File: config.mk
export PLATFORM = sky130hd
export DESIGN_NAME = fat12fss_front
export DESIGN_NICKNAME = d
export VERILOG_FILES = /design/src/hdl/fat12_file_sector_sequencer_core_assert.svh /design/src/hdl/fat12fss_pkg.sv /design/src/hdl/fat12fss_front.sv
export SDC_FILE = /design/constraint.sdc
export NUM_CORES = 1
export LEC_CHECK = 0
export ABC_AREA = 0
export BUFFER_PORTS_ARGS = -buffer_cell sky130_fd_sc_hd__clkbuf_2
export CORE_AREA = 2 2 66 68
export DETAILED_ROUTE_END_ITERATION = 10
export DIE_AREA = 0 0 68 70
export PLACE_DENSITY = 0.76
export SLEW_MARGIN = 20
export SYNTH_ARGS = -nofsm -noshare
export SYNTH_HDL_FRONTEND = slang
export SYNTH_SLANG_ARGS = --single-unit
File: constraint.sdc
create_clock -name vclk -period 1.38
set_clock_uncertainty 0.2 [all_clocks]
set_input_delay 0.138 -clock vclk [all_inputs]
set_output_delay 0.138 -clock vclk [all_outputs]
set_load 0.005 [all_outputs]
File: src/hdl/fat12_file_sector_sequencer_core_assert.svh
// ----------------------------------------------------------------------------
// FAT12 sector sequencer assertion macros
// Concurrent assertion wrappers; empty under synthesis.
// ----------------------------------------------------------------------------
`ifndef FAT12_FILE_SECTOR_SEQUENCER_CORE_ASSERT_SVH
`define FAT12_FILE_SECTOR_SEQUENCER_CORE_ASSERT_SVH
`ifndef SYNTHESIS
`define FSS_ASSERT(lbl, clk, rstn, prop) \
  lbl: assert property (@(posedge clk) disable iff (!rstn) prop) \
    else $error("assertion failed");
`define FSS_ASSERT_NEVER(lbl, clk, rstn, expr) \
  lbl: assert property (@(posedge clk) disable iff (!rstn) !(expr)) \
    else $error("forbidden condition seen");
`else
`define FSS_ASSERT(lbl, clk, rstn, prop)
`define FSS_ASSERT_NEVER(lbl, clk, rstn, expr)
`endif
`endif

File: src/hdl/fat12fss_pkg.sv
// ----------------------------------------------------------------------------
// FAT12 sector sequencer package
// Item codes, queue entry type and fixed constants.
// ----------------------------------------------------------------------------
package fat12fss_pkg;

  localparam logic [1:0] OP_LOAD = 2'd0;
  localparam logic [1:0] OP_OPEN = 2'd1;
  localparam logic [1:0] OP_READ = 2'd2;

  localparam logic [1:0] CFG_SPC       = 2'd0;
  localparam logic [1:0] CFG_DATA_LBA  = 2'd1;
  localparam logic [1:0] CFG_ROOT_LBA  = 2'd2;
  localparam logic [1:0] CFG_ROOT_SIZE = 2'd3;

  localparam int unsigned SectorBytes  = 512;
  localparam int unsigned MaxReadBytes = 8192;
  localparam logic [11:0] CHAIN_END    = 12'hFF8;
  localparam logic [11:0] CLUSTER_MASK = 12'hFFF;
  localparam logic [4:0]  RESULT_LIMIT = 5'd17;

  typedef enum logic [1:0] {
    KIND_LOAD = 2'd0,
    KIND_OPEN = 2'd1,
    KIND_READ = 2'd2
  } kind_e;

  typedef struct packed {
    kind_e       kind;
    logic [12:0] fat_addr;
    logic [7:0]  fat_byte;
    logic [11:0] first_cluster;
    logic [31:0] file_size;
    logic        open_root;
    logic        is_directory;
    logic [13:0] byte_count;
  } item_t;

  typedef struct packed {
    logic  valid;
    item_t item;
  } q_out_t;

endpackage

File: src/hdl/fat12fss_front.sv
// ----------------------------------------------------------------------------
// FAT12 sector sequencer front end
// Accepts items, drops unused ones and loads beyond the FAT store, saturates read length, pushes to queue.
// ----------------------------------------------------------------------------
module fat12fss_front #(
  parameter int unsigned FAT_STORE_BYTES = 8192
) (
  input  logic                  start_i,
  input  logic                  full_i,
  input  logic [1:0]            op_i,
  input  logic [12:0]           fat_addr_i,
  input  logic [7:0]            fat_byte_i,
  input  logic [11:0]           first_cluster_i,
  input  logic [31:0]           file_size_i,
  input  logic                  open_root_i,
  input  logic                  is_directory_i,
  input  logic [13:0]           byte_count_i,
  output logic                  busy_o,
  output logic                  push_o,
  output fat12fss_pkg::item_t   item_o
);
  import fat12fss_pkg::*;

  logic keep;

  always_comb begin
    item_o.kind          = KIND_LOAD;
    item_o.fat_addr      = fat_addr_i;
    item_o.fat_byte      = fat_byte_i;
    item_o.first_cluster = first_cluster_i;
    item_o.file_size     = file_size_i;
    item_o.open_root     = open_root_i;
    item_o.is_directory  = is_directory_i;
    item_o.byte_count    = (byte_count_i > 14'(MaxReadBytes)) ? 14'(MaxReadBytes)
                                                              : byte_count_i;
    keep = 1'b0;
    case (op_i)
      OP_LOAD: begin
        item_o.kind = KIND_LOAD;
        keep = (32'(fat_addr_i) < 32'(FAT_STORE_BYTES));
      end
      OP_OPEN: begin
        item_o.kind = KIND_OPEN;
        keep = 1'b1;
      end
      OP_READ: begin
        item_o.kind = KIND_READ;
        keep = 1'b1;
      end
      default: keep = 1'b0;
    endcase
  end

  assign busy_o = full_i;
  assign push_o = start_i & ~full_i & keep;

endmodule

**After elaboration in Yosys (flattened, before gate mapping)**

Cells that the tools add are included.

- RAM bits: 0
- Latch bits: 0
- Bits in registers: 0
- Output and inout port bits: 85
- Word-level logic and storage cells: 11
- Memory bits (read-only): 0
- Memories kept: 0

- $mul: 0
- Add/subtract/negate cells: 0
- Shift operators: 0
- Divide/modulo/power cells: 0
- Reduce and logical (&&, ||, !) cells: 2
- $lt $le $gt $ge: 1
- Multiplexer cells: 3
- Bitwise logic cells: 3
- Equality and inequality tests: 2

Operator list:

| kind | count |
|---|---|
| > comparator 14 bit (second input constant) | 1 |
| two-way mux 14 bit | 1 |
| one-hot mux 2 bit (2 select lines) | 1 |
| OR reduction 3 bit | 1 |
| AND 1 bit | 2 |
| == test 2 x 1 -> 1 bit (second input constant) | 1 |
| == test 2 bit (second input constant) | 1 |
| zero test 2 bit | 1 |
| two-way mux 1 bit | 1 |
| inverter 1 bit | 1 |

**Longest topological paths before layout**

- Word-level depth: 4
- Mapped depth: 2
- Mapped depth without buffers: 2

**Worst setup path after synthesis**

No wires, ideal clock.

- Path kind: in2out
- Start point: input port start_i
- End point: output port push_o
- Setup slack: 0.645 ns
- Stages on the path: 2
- Data required time: 1.042 ns
- Path buffers: 0
- Arrival: 0.397 ns
- Path through: inv_1 -> a211oi_1

- Word-level cells in the longest chain between the ends: 2

Ends and longest elaborated chain:

| item | line | RTL |
|---|---|---|
| start: declaration | fat12fss_front.sv:8 | `input logic start_i,` |
| AND 1 bit (2 in series) | fat12fss_front.sv:55 | `assign push_o = start_i & ~full_i & keep;` |
| end: declaration | fat12fss_front.sv:19 | `output logic push_o,` |

No other way between the ends.

==> reports/metrics.yaml <==
outcome:
  outcome: "complete, no violations"
sta:
  hold_violations: 0
  max_freq_mhz: 925
  relSlewSlack_pct: 79.2
  fin_crit_sh_pct: 78.3
  tns_ns: 0
  grt_setup_unrepaired: "false"
  worst_slack_ns: 0.299
  setup_violations: 0
  fin_crit_ns: 1.08
  drv_slew: 0
  hold_ws_ns: 0.0760
  worstMarginPinSlew_ns: 0.313
power_and_ir_drop:
  ir_drop_uv: 28.6
  p_leak_nw: 0.209
  powerDensity_mw_per_mm2: 242
layout:
  mostFrequentLayoutCells: "clkbuf_2 (36), nor2b_2 (7), nor2b_1 (5)"
  seq_cells: 0
  drive_gt1_share_pct: 81.1
  nets: 140
  clockBufferCount: 0
  fin_cells: 105
  seq_area_um2: 0
  final_common_cell: "clkbuf_2"
  n_fill_cell: 489
  antenna_cells: 0
  multi_input_area_um2: 123
  final_util_pct: 8.97
  area_growth_pct: -43.0
die:
  core_area_mm2: 0.00414
  die_w_um: 68
  die_y_um: 70
  die_area_mm2: 0.00476
  placementRows: 24
  start_util_pct: 15.7
  ios: 170
synth:
  ys.warnings.count: 0
  yosys-top-cells-area: "buf_4 (78%), nor2b_2 (9.4%), nor2b_1 (4.8%)"
  netlist_area_um2: 652
  synthCells: 87
  yosysTopAreaCell: "buf_4"
  ys_types: 8
  synth_fp_nets: 172
  yosys.area.top_type_share_pct: 78.3
  avgSynthCellArea_um2: 7.49
  yosysSeqAreaShare_pct: 0
clock_tree:
  cts_setup_buffers: 0
  cts_resized: 0
  cts_hold_buf: 0
place:
  port-buffer-count: 36
  place_inst: 105
  gp_congestion: 0.492
  post-place-ws_ns: 0.287
critical_path:
  critPathKind: "in2out"
  startpoint_type: "input pin"
  worst_setup_path_end_kind: "output pin"
  worstPathArrival_ns: 0.74
  path_max_fanout: 14
  worstPathRequired_ns: 1.04
global_route:
  grt_use_met3_pct: 10.1
  met2_usage_pct: 8.31
  grt_usage_pct: 6.19
  grt_pass1_vias: 368
  grt_pass1_wl_um: 2050
  antenna_found_initial: 0
  grt_max_degree: 15
  grt_overflow: 0
  grt.busiest_layer: "met3"
  use_met1_pct: 1.66
routing:
  wl_per_cell_um: 16.4
  routed_via_density: 3.32
  wl_um: 1730
  drtIter0Drc: 0
  via_count: 349
  first_pass_iters: 1
  drc_errors: 0
  ant_nets: 0
job:
  maxCapViolCount: 0
min_path:
  min_path_type: "in2out"
## path summary, 6_finish.rpt
kind	start	end	slack (ns)	cells after the start
max	byte_count_i[13]	item_o[1]	0.30	3
min	file_size_i[0]	item_o[16]	0.08	0
## per-layer routing
layer	share of wire [%]	routed length (um)	vias to the layer above
li1	-	-	124
met1	13	222	113
met2	35	604	74
met3	39	674	38
met4	13	224	0
met5	0	0	-
## stage by stage
| step | power, mW | area, um^2 |
|---|---|---|
| floorplan | 0.194 | 652 |
| global placement | 0.0918 | 372 |
| detailed placement | 0.0919 | 372 |
| CTS | 0.0924 | 372 |
| global route | 0.104 | 372 |
| finish | 0.0898 | 372 |
## logic make-up after synthesis
family	count (synthesis)	synth area share (%)
buf+inv	71	81.2
simple gates	15	17.7
compound gates	1	1.15
## where the power goes
| group | internal [mW] | total, mW | switching, mW |
|---|---|---|---|
| clock | 0 | 0 | 0 |
| sequential | 0 | 0 | 0 |
| combinational | 0.0504 | 0.0898 | 0.0394 |
## layout make-up
| cell class | count | share of cell area (%) |
|---|---|---|
| multi-input combinational | 16 | 33.0 |
| inverter | 1 | 1.01 |
| timing repair buffer | 36 | 48.5 |
| tap | 52 | 17.5 |
## cells in the mapped netlist, drive strengths merged
| cell | count |
|---|---|
| buf | 69 |
| inv | 1 |
| and2b | 3 |
| clkbuf | 1 |
| nor2b | 12 |
| a211oi | 1 |
## worst max-delay path: stages
cell      delay (ns)
clkbuf_2        0.27
and2b_1         0.23
clkbuf_2        0.10
Note: power is estimated with default switching activity, not from simulation.
