File: src/hdl/fat12_file_sector_sequencer_core_assert.svh
// ----------------------------------------------------------------------------
// FAT12 sector sequencer assertion macros
// Concurrent assertion wrappers; empty under synthesis.
// ----------------------------------------------------------------------------
`ifndef FAT12_FILE_SECTOR_SEQUENCER_CORE_ASSERT_SVH
`define FAT12_FILE_SECTOR_SEQUENCER_CORE_ASSERT_SVH
`ifndef SYNTHESIS
`define FSS_ASSERT(lbl, clk, rstn, prop) \
  lbl: assert property (@(posedge clk) disable iff (!rstn) prop) \
    else $error("assertion failed");
`define FSS_ASSERT_NEVER(lbl, clk, rstn, expr) \
  lbl: assert property (@(posedge clk) disable iff (!rstn) !(expr)) \
    else $error("forbidden condition seen");
`else
`define FSS_ASSERT(lbl, clk, rstn, prop)
`define FSS_ASSERT_NEVER(lbl, clk, rstn, expr)
`endif
`endif

File: src/hdl/fat12fss_pkg.sv
// ----------------------------------------------------------------------------
// FAT12 sector sequencer package
// Item codes, queue entry type and fixed constants.
// ----------------------------------------------------------------------------
package fat12fss_pkg;

  localparam logic [1:0] OP_LOAD = 2'd0;
  localparam logic [1:0] OP_OPEN = 2'd1;
  localparam logic [1:0] OP_READ = 2'd2;

  localparam logic [1:0] CFG_SPC       = 2'd0;
  localparam logic [1:0] CFG_DATA_LBA  = 2'd1;
  localparam logic [1:0] CFG_ROOT_LBA  = 2'd2;
  localparam logic [1:0] CFG_ROOT_SIZE = 2'd3;

  localparam int unsigned SectorBytes  = 512;
  localparam int unsigned MaxReadBytes = 8192;
  localparam logic [11:0] CHAIN_END    = 12'hFF8;
  localparam logic [11:0] CLUSTER_MASK = 12'hFFF;
  localparam logic [4:0]  RESULT_LIMIT = 5'd17;

  typedef enum logic [1:0] {
    KIND_LOAD = 2'd0,
    KIND_OPEN = 2'd1,
    KIND_READ = 2'd2
  } kind_e;

  typedef struct packed {
    kind_e       kind;
    logic [12:0] fat_addr;
    logic [7:0]  fat_byte;
    logic [11:0] first_cluster;
    logic [31:0] file_size;
    logic        open_root;
    logic        is_directory;
    logic [13:0] byte_count;
  } item_t;

  typedef struct packed {
    logic  valid;
    item_t item;
  } q_out_t;

endpackage

File: src/hdl/fat12fss_fifo.sv
// ----------------------------------------------------------------------------
// FAT12 sector sequencer item queue
// Two-entry queue between front and back.
// ----------------------------------------------------------------------------
module fat12fss_fifo (
  input  logic                   clk_i,
  input  logic                   rst_ni,
  input  logic                   push_i,
  input  fat12fss_pkg::item_t    item_i,
  input  logic                   pop_i,
  output logic                   full_o,
  output fat12fss_pkg::q_out_t   q_o
);
  import fat12fss_pkg::*;

  item_t      mem_q [2];
  logic       wptr_q, wptr_d, rptr_q, rptr_d;
  logic [1:0] cnt_q, cnt_d;

  always_comb begin
    wptr_d = wptr_q ^ push_i;
    rptr_d = rptr_q ^ pop_i;
    cnt_d  = cnt_q + 2'(push_i) - 2'(pop_i);
  end

  always_ff @(posedge clk_i or negedge rst_ni) begin
    if (!rst_ni) begin
      wptr_q <= 1'b0;
      rptr_q <= 1'b0;
      cnt_q  <= 2'd0;
    end else begin
      wptr_q <= wptr_d;
      rptr_q <= rptr_d;
      cnt_q  <= cnt_d;
    end
  end

  always_ff @(posedge clk_i) begin
    if (push_i) begin
      mem_q[wptr_q] <= item_i;
    end
  end

  assign full_o     = (cnt_q == 2'd2);
  assign q_o.valid  = (cnt_q != 2'd0);
  assign q_o.item   = mem_q[rptr_q];

endmodule

File: config.mk
export PLATFORM = sky130hd
export DESIGN_NAME = fat12fss_fifo
export DESIGN_NICKNAME = d
export VERILOG_FILES = /design/src/hdl/fat12_file_sector_sequencer_core_assert.svh /design/src/hdl/fat12fss_pkg.sv /design/src/hdl/fat12fss_fifo.sv
export SDC_FILE = /design/constraint.sdc
export NUM_CORES = 1
export LEC_CHECK = 0
export BUFFER_PORTS_ARGS = -buffer_cell sky130_fd_sc_hd__buf_2
export CAP_MARGIN = 10
export CORE_AREA = 10 10 131 133
export DETAILED_ROUTE_END_ITERATION = 8
export DIE_AREA = 0 0 141 143
export HOLD_SLACK_MARGIN = 0.15
export PLACE_DENSITY = 0.84
export SETUP_SLACK_MARGIN = 0.2
export SYNTH_ARGS = -nofsm -noshare
export SYNTH_HDL_FRONTEND = slang
export SYNTH_SLANG_ARGS = --single-unit
export TNS_END_PERCENT = 100
File: constraint.sdc
create_clock -name clk_i -period 2.7 [get_ports clk_i]
set_clock_uncertainty 0.05 [all_clocks]
set_input_delay 0.405 -clock clk_i [delete_from_list [all_inputs] [get_ports clk_i]]
set_output_delay 0.405 -clock clk_i [all_outputs]
set_load 0.01 [all_outputs]
==> Word-level counts from Yosys, hierarchy flattened <==
Memory sizes are Yosys's and may differ from the RTL's.
Index checks and enable logic that the tools add are counted.
Widths: inputs -> output; s select.
{ "classes": {"addsub": 2, "n_eq_ne": 1, "muxes": 2, "n_bitwise": 2, "reduce_logical": 1} }
{ "op_table": {"columns": ["op", "count"], "rows": [
  ["$add 2x1->2", 1],
  ["$eq 2x2->1 const B", 1],
  ["$mux 1", 2],
  ["$reduce_bool 2->1", 1],
  ["$sub 2x1->2", 1],
  ["$xor 1x1->1", 2]
]} }
{ "word_totals": {"ff_bits": 4, "mem_bits_rw": 166, "in_bits": 87, "memories": 1} }
{ "mem_list": {"columns": ["memory", "depth", "width", "read_ports", "rd_ports_with_merged_regs", "write_ports", "line_no", "rtl"], "rows": [
  ["mem_q", 2, 83, 1, 0, 1, "fat12fss_fifo.sv:16", "item_t mem_q [2];"]
]} }

==> Depth between registers and ports, before layout <==
{ "depth": {"depth_word": 2, "ltp_mapped": 5, "mapped_depth_nobuf": 5} }

==> Least setup slack after synthesis <==
Ideal clock, no wire load.
{ "synth_path": {"path_kind": "register -> register", "from": "reg wptr_q", "to": "mem mem_q[0][0] (netlist bit) (enable)", "setup_time_ns": 0.451, "arrival_ns": 2.391, "required_time_ns": 2.199, "path_slack_ns": -0.192, "stages_incl_launch_ff": 3, "path_buffers": 0, "cell_sequence": "dfrtp_1 -> inv_1 -> ha_1"} }
{ "synth_rtl": {"columns": ["item", "line_no", "rtl"], "rows": [
  ["start, declared", "fat12fss_fifo.sv:17", "logic wptr_q, wptr_d, rptr_q, rptr_d;"],
  ["start signal, assigned", "fat12fss_fifo.sv:32", "wptr_q <= wptr_d;"],
  ["end, declared", "fat12fss_fifo.sv:16", null]
]} }
No word-level cell before the write port.

==> metrics <==
IO buf count 171; met2 Use GR 23.1%; Sw Ratio 27.4%; grt ovf 0; Crit path arrival time 1.83 ns; crit-path max FO 16; DRC viols 0; Lkg Pwr 0.00364 uW; clk slew on worst S/H paths 0.06 ns; sequential area share after synthesis 78.9%; I/O pins 172; met1 GRT Util 13.7%; diode count 0; Root Buffer clkbuf_16; Final nets 638; synthesized area per cell 23.5 sq um; Hold Crit Class in -> async; vias per inst 4.69; pre-CTS WS 0.676 ns; register-to-register setup slack 1.23 ns; row count 44; critical path class reg -> out; unrepaired setup endpoints after global routing false; Reg power frac 41.2%; Reg2Reg Launch Point wptr_q$_DFF_PN0_; Synth Warn # 0; Hold Vio Cnt, Final 0; CTS resizes 0; Routability Congestion 0.686; beginning of the critical path rptr_q$_DFF_PN0_; Skew-Pair Late Insertion Delay 0.42 ns; period utilisation layout 84.8%; vias in the first global route 3,920; layout cells sized above 1 52.7%; syn nets 365; area occupied by multi-input gates 1280 sq um; via total after detailed routing 3,486; Post-DP HPWL 8.69 mm; initial antenna violation count 0; Slew Limit Fails 0; gr busiest metal met2; Fmax 437 MHz; Gate Count Post-Synth 274; synthesized area 6440 sq um; number of max-cap violations 0; commonest non-fill, non-tap cells in the layout 171 x buf_2, 166 x edfxtp_1, 85 x dlygate4sd3_1; Pre-antenna DRT Iters 4; Die Height 143 um; setup TNS 0 ns; crit path capture type output pin; core region area 14,400 sq um; Pwr Density 992 nW/um^2; H-tree levels 4; WL/cell 18.1 um; final setup vio count 0; crit path time final 2.29 ns; first-pass GRT wire length 20.7 mm; dpl cells 626; Synth Register Bits 170; peak supply drop 0.664 mV; Slew @ Worst Pin 0.504 ns; Netlist cell types 12; initial drt markers 196; final wirelength 13.4 mm; CTS Buf Count 17; type of origin of the critical path register; starting density of the core 44.7%; Post-DRT Antenna Nets 0; worst setup path end q_o[9]; storage element area 5090 sq um; clock power share 27.8%; WHS 0.275 ns; clock net sink count 170; CTS tree done; grt met3 use 5.77%; final worst slack 0.411 ns; most common cell after layout, fill and taps aside buf_2; relative slew slack 66.4%; internal power 6530 uW; outcome completed; logic gate share of total power 31.0%; Sw Pwr 2470 uW; fillers 992; Non-Filler Instances 744; DIE WIDTH 141 um; die area 20,200 sq um; largest net degree at the start of global routing 84; Worst R2R End mem_q[0][23]$_DFFE_PP_; Data required, critical path 2.25 ns; fin util 62.9%; Area Growth Syn to Fin 40.7%; reg2reg path depth 3; CTS max path bufs 2; GRT Util Overall 13.2%
-- cells by family (layout without fill, tap and decap cells) --
| group | after synthesis | after routing | synth area share [%] |
|---|---|---|---|
| AND/OR/NAND/NOR | 2 | 2 | 0.194 |
| flip-flops | 170 | 170 | 78.9 |
| buffers and inverters | 13 | 299 | 1.61 |
| multiplexers | 83 | 83 | 18.0 |
| adder cells (fa/ha/maj) | 4 | 4 | 0.777 |
| XOR/XNOR | 2 | 2 | 0.505 |
-- power by group through the flow --
| stage | logic, uW | clock network (uW) | registers, uW |
|---|---|---|---|
| 2_1_floorplan | 1850 | 0 | 3660 |
| 3_3_place_gp | 2600 | 0 | 3770 |
| 3_5_place_dp | 2630 | 0 | 3810 |
| 4_1_cts | 2740 | 2560 | 3760 |
| 5_1_grt | 3000 | 2680 | 3750 |
| 6_report | 2790 | 2510 | 3700 |
-- sequential cells by signal, indices dropped and copies added, names as in the netlist --
signal	count
mem_q	166
cnt_q	2
rptr_q	1
wptr_q	1
-- synth_stat cells --
library cell,count,area share (%)
mux2_2,23,4.0
ha_1,4,0.78
buf_6,7,1.2
edfxtp_1,166,77
xor3_1,1,0.37
mux2_4,60,14
buf_2,2,0.16
nor2b_1,1,0.097
or2_2,1,0.097
xor2_1,1,0.14
dfrtp_1,4,1.6
inv_1,4,0.23
-- worst min-delay path by stage --
stage / to / slack, ns
2_1_floorplan: cnt_q[0]$_DFF_PN0_ / 0.06
3_3_place_gp: wptr_q$_DFF_PN0_ / 0.17
3_5_place_dp: rptr_q$_DFF_PN0_ / 0.17
4_1_cts: cnt_q[1]$_DFF_PN0_ / 0.26
5_1_grt: rptr_q$_DFF_PN0_ / 0.26
6_report: rptr_q$_DFF_PN0_ / 0.28
-- worst max-delay path: stages (launching register included) --
cell and delay, ns:
dfrtp_4 0.63, buf_4 0.28, mux2_2 0.36, buf_2 0.14
-- stage by stage --
step           area, sq um  power (uW)
2_1_floorplan         6450        5510
5_1_grt               9070        9430
4_1_cts               9040        9060
3_5_place_dp          7560        6440
6_report              9070        9000
3_3_place_gp          7560        6380
-- cell type report --
type / count / area share, %
multi-input combinational: 91 / 14.1
tap: 184 / 2.54
inverter: 4 / 0.166
timing repair buffer: 263 / 20.2
clock inverter: 15 / 2.18
clock buffer: 17 / 4.69
sequential: 170 / 56.1
-- repair_timing --
item / CTS / global route
hold buffers: 85 / 0
endpoints found under the setup margin: 0 / 14
endpoints found under the hold margin: 171 / 0
buffers inserted: 0 / 1
-- metal layers --
layer / wire length [um] / part of all wire [%]
met1: 5010 / 37
met2: 7080 / 53
met3: 1140 / 8.5
met4: 208 / 1.5
met5: 0 / 0
No activity file was read; power rests on OpenSTA's default activity.
